<file path="src/rtl/core/shnk_pkg.sv">
//------------------------------------------------------------------------------
// shnk_pkg
// Shared types and constants of the spatial hash neighbor key unit.
//------------------------------------------------------------------------------
package shnk_pkg;

    localparam int NumAxes   = 3;
    localparam int PosW      = 32;
    localparam int CellW     = 31;
    localparam int ResW      = 11;
    localparam int IdxW      = 11;
    localparam int KeyW      = 30;
    localparam int CornerW   = 3;
    localparam int MaxRes    = 1024;
    localparam int CfgIdxW   = 3;
    localparam int CfgDataW  = 32;
    localparam int DivSteps  = 33;

    localparam logic [CfgIdxW-1:0] RegDims = 3'd0;
    localparam logic [CfgIdxW-1:0] RegCell = 3'd1;
    localparam logic [CfgIdxW-1:0] RegResX = 3'd2;
    localparam logic [CfgIdxW-1:0] RegResY = 3'd3;
    localparam logic [CfgIdxW-1:0] RegResZ = 3'd4;

    typedef struct packed {
        logic              three_d;
        logic [CellW-1:0]  cell_size;
        logic [ResW-1:0]   res_x;
        logic [ResW-1:0]   res_y;
        logic [ResW-1:0]   res_z;
    } t_cfg;

    // Wrapped bucket index of one axis and of its neighbor.
    typedef struct packed {
        logic [IdxW-1:0] base;
        logic [IdxW-1:0] nbr;
    } t_axis;

    typedef struct packed {
        t_axis [NumAxes-1:0] ax;
        logic                three_d;
    } t_keyset;

endpackage

</file>
<file path="src/rtl/core/shnk_key_seq.sv">
//------------------------------------------------------------------------------
// shnk_key_seq
// Corner sequencer: linearizes one corner key per cycle unless stalled, with a
// registered multiply-add pair and drives the registered result stream.
//------------------------------------------------------------------------------
module shnk_key_seq
    import shnk_pkg::*;
(
    input  logic               i_clk,
    input  logic               i_rst_n,
    input  logic               i_valid,
    input  t_keyset            i_keys,
    input  logic [ResW-1:0]    i_res_x,
    input  logic [ResW-1:0]    i_res_y,
    output logic               o_busy,
    output logic               o_valid,
    output logic [KeyW-1:0]    o_key,
    output logic [CornerW-1:0] o_corner,
    output logic               o_last,
    input  logic               i_ready
);

    logic               r_act;
    t_keyset            r_set;
    logic [CornerW-1:0] r_j;
    logic               r_v1;
    logic [2*IdxW-1:0]  r_zy;
    logic [IdxW-1:0]    r_x1;
    logic [CornerW-1:0] r_j1;
    logic               r_l1;
    logic               r_ov;
    logic [KeyW-1:0]    r_key;
    logic [CornerW-1:0] r_cor;
    logic               r_last;
    logic               adv;
    logic               lastj;
    logic [IdxW-1:0]    wx, wy, wz;

    assign adv   = !r_ov || i_ready;
    assign lastj = r_set.three_d ? (r_j == 3'd7) : (r_j == 3'd3);
    assign o_busy = !adv || (r_act && !lastj);
    assign wx = r_j[0] ? r_set.ax[0].nbr : r_set.ax[0].base;
    assign wy = r_j[1] ? r_set.ax[1].nbr : r_set.ax[1].base;
    assign wz = (r_j[2] && r_set.three_d) ? r_set.ax[2].nbr
              : (r_set.three_d ? r_set.ax[2].base : '0);

    always_ff @(posedge i_clk) begin
        if (!i_rst_n) begin
            r_act <= 1'b0;
            r_v1  <= 1'b0;
            r_ov  <= 1'b0;
            r_j   <= '0;
        end else if (adv) begin
            r_v1 <= r_act;
            r_ov <= r_v1;
            if (r_act && !lastj) begin
                r_j <= r_j + 1'b1;
            end else if (i_valid) begin
                r_act <= 1'b1;
                r_j   <= '0;
            end else begin
                r_act <= 1'b0;
                r_j   <= '0;
            end
        end
    end

    always_ff @(posedge i_clk) begin
        if (adv) begin
            if (!(r_act && !lastj) && i_valid) begin
                r_set <= i_keys;
            end
            r_zy  <= (2*IdxW)'(wz) * (2*IdxW)'(i_res_y) + (2*IdxW)'(wy);
            r_x1  <= wx;
            r_j1  <= r_j;
            r_l1  <= lastj;
            r_key <= KeyW'((3*IdxW)'(r_zy) * (3*IdxW)'(i_res_x) + (3*IdxW)'(r_x1));
            r_cor <= r_j1;
            r_last <= r_l1;
        end
    end

    assign o_valid  = r_ov;
    assign o_key    = r_key;
    assign o_corner = r_cor;
    assign o_last   = r_last;

endmodule

</file>
<file path="config.mk">
export PLATFORM = sky130hd
export DESIGN_NAME = shnk_key_seq
export DESIGN_NICKNAME = d
export VERILOG_FILES = /design/src/rtl/core/shnk_pkg.sv /design/src/rtl/core/shnk_key_seq.sv
export SDC_FILE = /design/constraint.sdc
export NUM_CORES = 1
export LEC_CHECK = 0
export BUFFER_PORTS_ARGS = -buffer_cell sky130_fd_sc_hd__buf_2
export CELL_PAD_IN_SITES_DETAIL_PLACEMENT = 2
export CELL_PAD_IN_SITES_GLOBAL_PLACEMENT = 2
export CORE_AREA = 2 2 207 209
export DETAILED_ROUTE_END_ITERATION = 6
export DIE_AREA = 0 0 209 211
export PLACE_DENSITY_LB_ADDON = 0.1
export SLEW_MARGIN = 20
export SYNTH_ARGS = -nofsm -noshare
export SYNTH_HDL_FRONTEND = slang
export SYNTH_SLANG_ARGS = --single-unit
</file>
<file path="constraint.sdc">
create_clock -name i_clk -period 6.8 [get_ports i_clk]
set_input_delay 1.02 -clock i_clk [delete_from_list [all_inputs] [get_ports i_clk]]
set_output_delay 1.02 -clock i_clk [all_outputs]
set_load 0.02 [all_outputs]
</file>
==> summary.txt <==
Setup path
  – Worst setup SP type: register
  – Reg2reg setup slack: 0.53 ns
  – Critical Path RT: 7.02 ns
  – R2R depth: 21
  – Crit Path Category: register to register
  – Worst r2r dst: r_zy[21]
  – Critical Path End Type: register
  – Worst Path Max Fanout: 13
  – R2r startpoint: r_set[0]
  – Critical path arrival: 6.49 ns

Min path
  – Worst hold path endpoint: o_last
  – Min-Delay Startpoint: r_l1
  – Hold path depth: 0
  – Worst min path class: register to register

Clock tree
  – Clock sinks: 144
  – CTS tree: yes
  – Root buf cell: clkbuf_16
  – H-tree levels: 4
  – Post-CTS setup buffer count: 0
  – CTS Buffer Depth: 2
  – Clk_lat worst skew: 0.47 ns
  – # resized after CTS: 0
  – Clk pin slew, worst setup/hold paths: 0.08 ns
  – CTS Buf Count: 17
  – Hold-fix buffers, CTS: 0

Synth
  – Mapped Nets: 2,172
  – Ys async rst share: 0%
  – Synthesis-stage register bit count: 144
  – Average cell area after synthesis: 10.2 sq um
  – Post-synth EDFFs: 138
  – Post-synthesis cell type count: 57
  – Synth warnings: 0
  – Seq/Total Area, Yosys: 25.0%
  – Mapped Cells: 1,670
  – Synth Flop Type: edfxtp_1
  – Synth Cell Area: 17,000 sq um

Detailed routing
  – DRT Pass-1 Iters: 4
  – DRC viols: 0
  – Initial DRC Count: 355
  – Final WL: 45,000 microns
  – Via/cell ratio: 5.01
  – Routed WL per cell: 19.6 microns
  – Post-route ant nets: 0
  – DR vias: 11,500

Global routing
  – Largest net degree at the start of global routing: 48
  – Global route total overflow: 0
  – Vias in the first global route: 13,600
  – Tot GR Track Use: 21.5%
  – Antenna violations before repair: 0
  – First-pass GRT wire length: 73,300 microns

Floorplanning
  – Die Height: 211 microns
  – Io pins: 129
  – Initial core utilization: 40.8%
  – Die Footprint: 44,100 sq um
  – Die W: 209 microns
  – # rows: 75
  – Core footprint: 41,800 sq um

Timing
  – Unrepaired setup endpoints after global routing: no
  – Count of pins over their slew limit: 0
  – Final WS setup: 0.526 ns
  – Hold violation total from the final report: 0
  – Setup TNS Final: 0 ns
  – Worst rel slew slack: 49.9%
  – # setup viols final: 0
  – Final min period: 6.27 ns
  – Worst-Margin Slew: 0.751 ns
  – Final period util: 92.3%
  – Clock Skews: 0.0213 ns
  – Fmax: 159 MHz

Job
  – Max cap viols: 0

Layout
  – N_diodes: 0
  – Synthesis-to-layout area growth: 9.98%
  – Most frequent cells in the layout: inv_1, fa_1, nand2_1
  – Layout cells sized above 1: 11.6%
  – Most common cell after layout, fill and taps aside: inv_1
  – Number of filler cells placed in the layout: 4,400
  – Nets@finish: 2,250

Placement
  – Gp weighted congestion: 0.777
  – Placement Setup Slack: 0.246 ns
  – PortBufs: 128
  – Post-DP HPWL: 36,100 microns

Outcome
  – Status: finished clean
[how the worst max path moves through the flow]
stage	to	cells past startpoint	slack (ns)	start
2_1_floorplan	r_zy[21]	22	0.92	r_set[0]
3_3_place_gp	r_zy[21]	21	0.35	r_set[0]
3_5_place_dp	r_zy[21]	21	0.25	r_set[0]
4_1_cts	r_zy[21]	21	0.11	r_set[0]
5_1_grt	r_zy[21]	21	0.16	r_set[0]
6_report	r_zy[21]	21	0.53	r_set[0]
[through the flow]
step / util [%] / cells / hold WS (ns) / area [sq um]
final: 44.9 / 2300 / 0.412 / 18700
after CTS: 44.8 / 2300 / 0.415 / 18700
after detailed placement: 43.4 / 2268 / 0.405 / 18100
after floorplan: - / 1670 / 0.400 / 17000
after global routing: 44.9 / 2300 / 0.425 / 18700
after global placement: 43.4 / 2268 / 0.402 / 18100
[area by class of cell]
type / instances / area (sq um) / share of cell area, %
Clock buffer: 17 / 425 / 2.27
Inverter: 365 / 1370 / 7.32
Multi-Input combinational cell: 1086 / 11100 / 59.4
Sequential cell: 144 / 4260 / 22.8
Timing Repair Buffer: 134 / 686 / 3.66
Clock inverter: 15 / 179 / 0.955
Tap cell: 539 / 674 / 3.60
[Yosys cell counts, types with 2 or more instances]
cell        n  area, sq um
o31a_1      2         17.5
a211oi_2    2         25.0
nand3_1     9         45.0
mux2_2     12          135
o21bai_1    8         60.1
a211oi_1    4         30.0
fa_1      279         5590
and2_1    155          970
nor3_1      4         20.0
nor2_1     26         97.6
a21oi_1    38          190
nand4_1     5         31.3
buf_1       2         7.51
mux2i_1    12          120
o21ai_0    22          110
clkbuf_1   73          274
xnor2_1    28          245
a21o_1     20          150
nor2b_1     9         56.3
a221oi_2    2         30.0
a22o_1     10         87.6
nand2b_1    6         37.5
o211ai_1    2         15.0
and4_1      2         17.5
nand2_1   239          897
edfxtp_1  138         4140
ha_1      130         1630
nor4_1      2         12.5
a21boi_1    2         15.0
dfxtp_1     6          120
inv_1     365         1370
a21boi_0    3         22.5
a31oi_1     4         25.0
and3_1      3         18.8
o21a_1     11         82.6
xor2_1     14          123
[cell families after synthesis]
group	share of synthesized area [%]
AOI/OAI and AO/OA	6.21
xor gates and xnor gates	2.16
muxes	1.50
adders and majority gates	42.3
buffers and inverters	9.70
DFF	25.0
and+or+nand+nor	13.1
[critical path, stage by stage, from the launching register on]
cell and delay [ns]:
edfxtp_1 0.45, ha_2 0.33, nor2b_1 0.17, buf_4 0.22, a22o_2 0.32, nand2_1 0.12, fa_1 0.56, inv_1 0.06
fa_1 0.51, fa_1 0.51, fa_1 0.49, inv_1 0.05, fa_1 0.47, inv_1 0.04, ha_1 0.35, a21oi_1 0.21
o21ai_0 0.18, a221oi_2 0.35, a21boi_1 0.11, o21a_1 0.21, o41ai_2 0.23, xnor2_1 0.11
[routing by layer]
| metal | part of all wire, % | track usage [%] | up-vias |
|---|---|---|---|
| li1 | - | - | 5287 |
| met1 | 43 | 26.1 | 6057 |
| met2 | 53 | 40.8 | 145 |
| met3 | 2.0 | 2.33 | 41 |
| met4 | 1.4 | 5.12 | 0 |
| met5 | 0 | 0 | - |
[sequential cells by signal, summed over array words and instances, names as in the netlist]
name,flops
o_corner,3
o_key,30
o_last,1
o_valid,1
r_act,1
r_j,3
r_j1,3
r_l1,1
r_set,67
r_v1,1
r_x1,11
r_zy,22
Power is not shown: default switching activity piles up to over one toggle a cycle in this logic, so the estimate is an artifact.
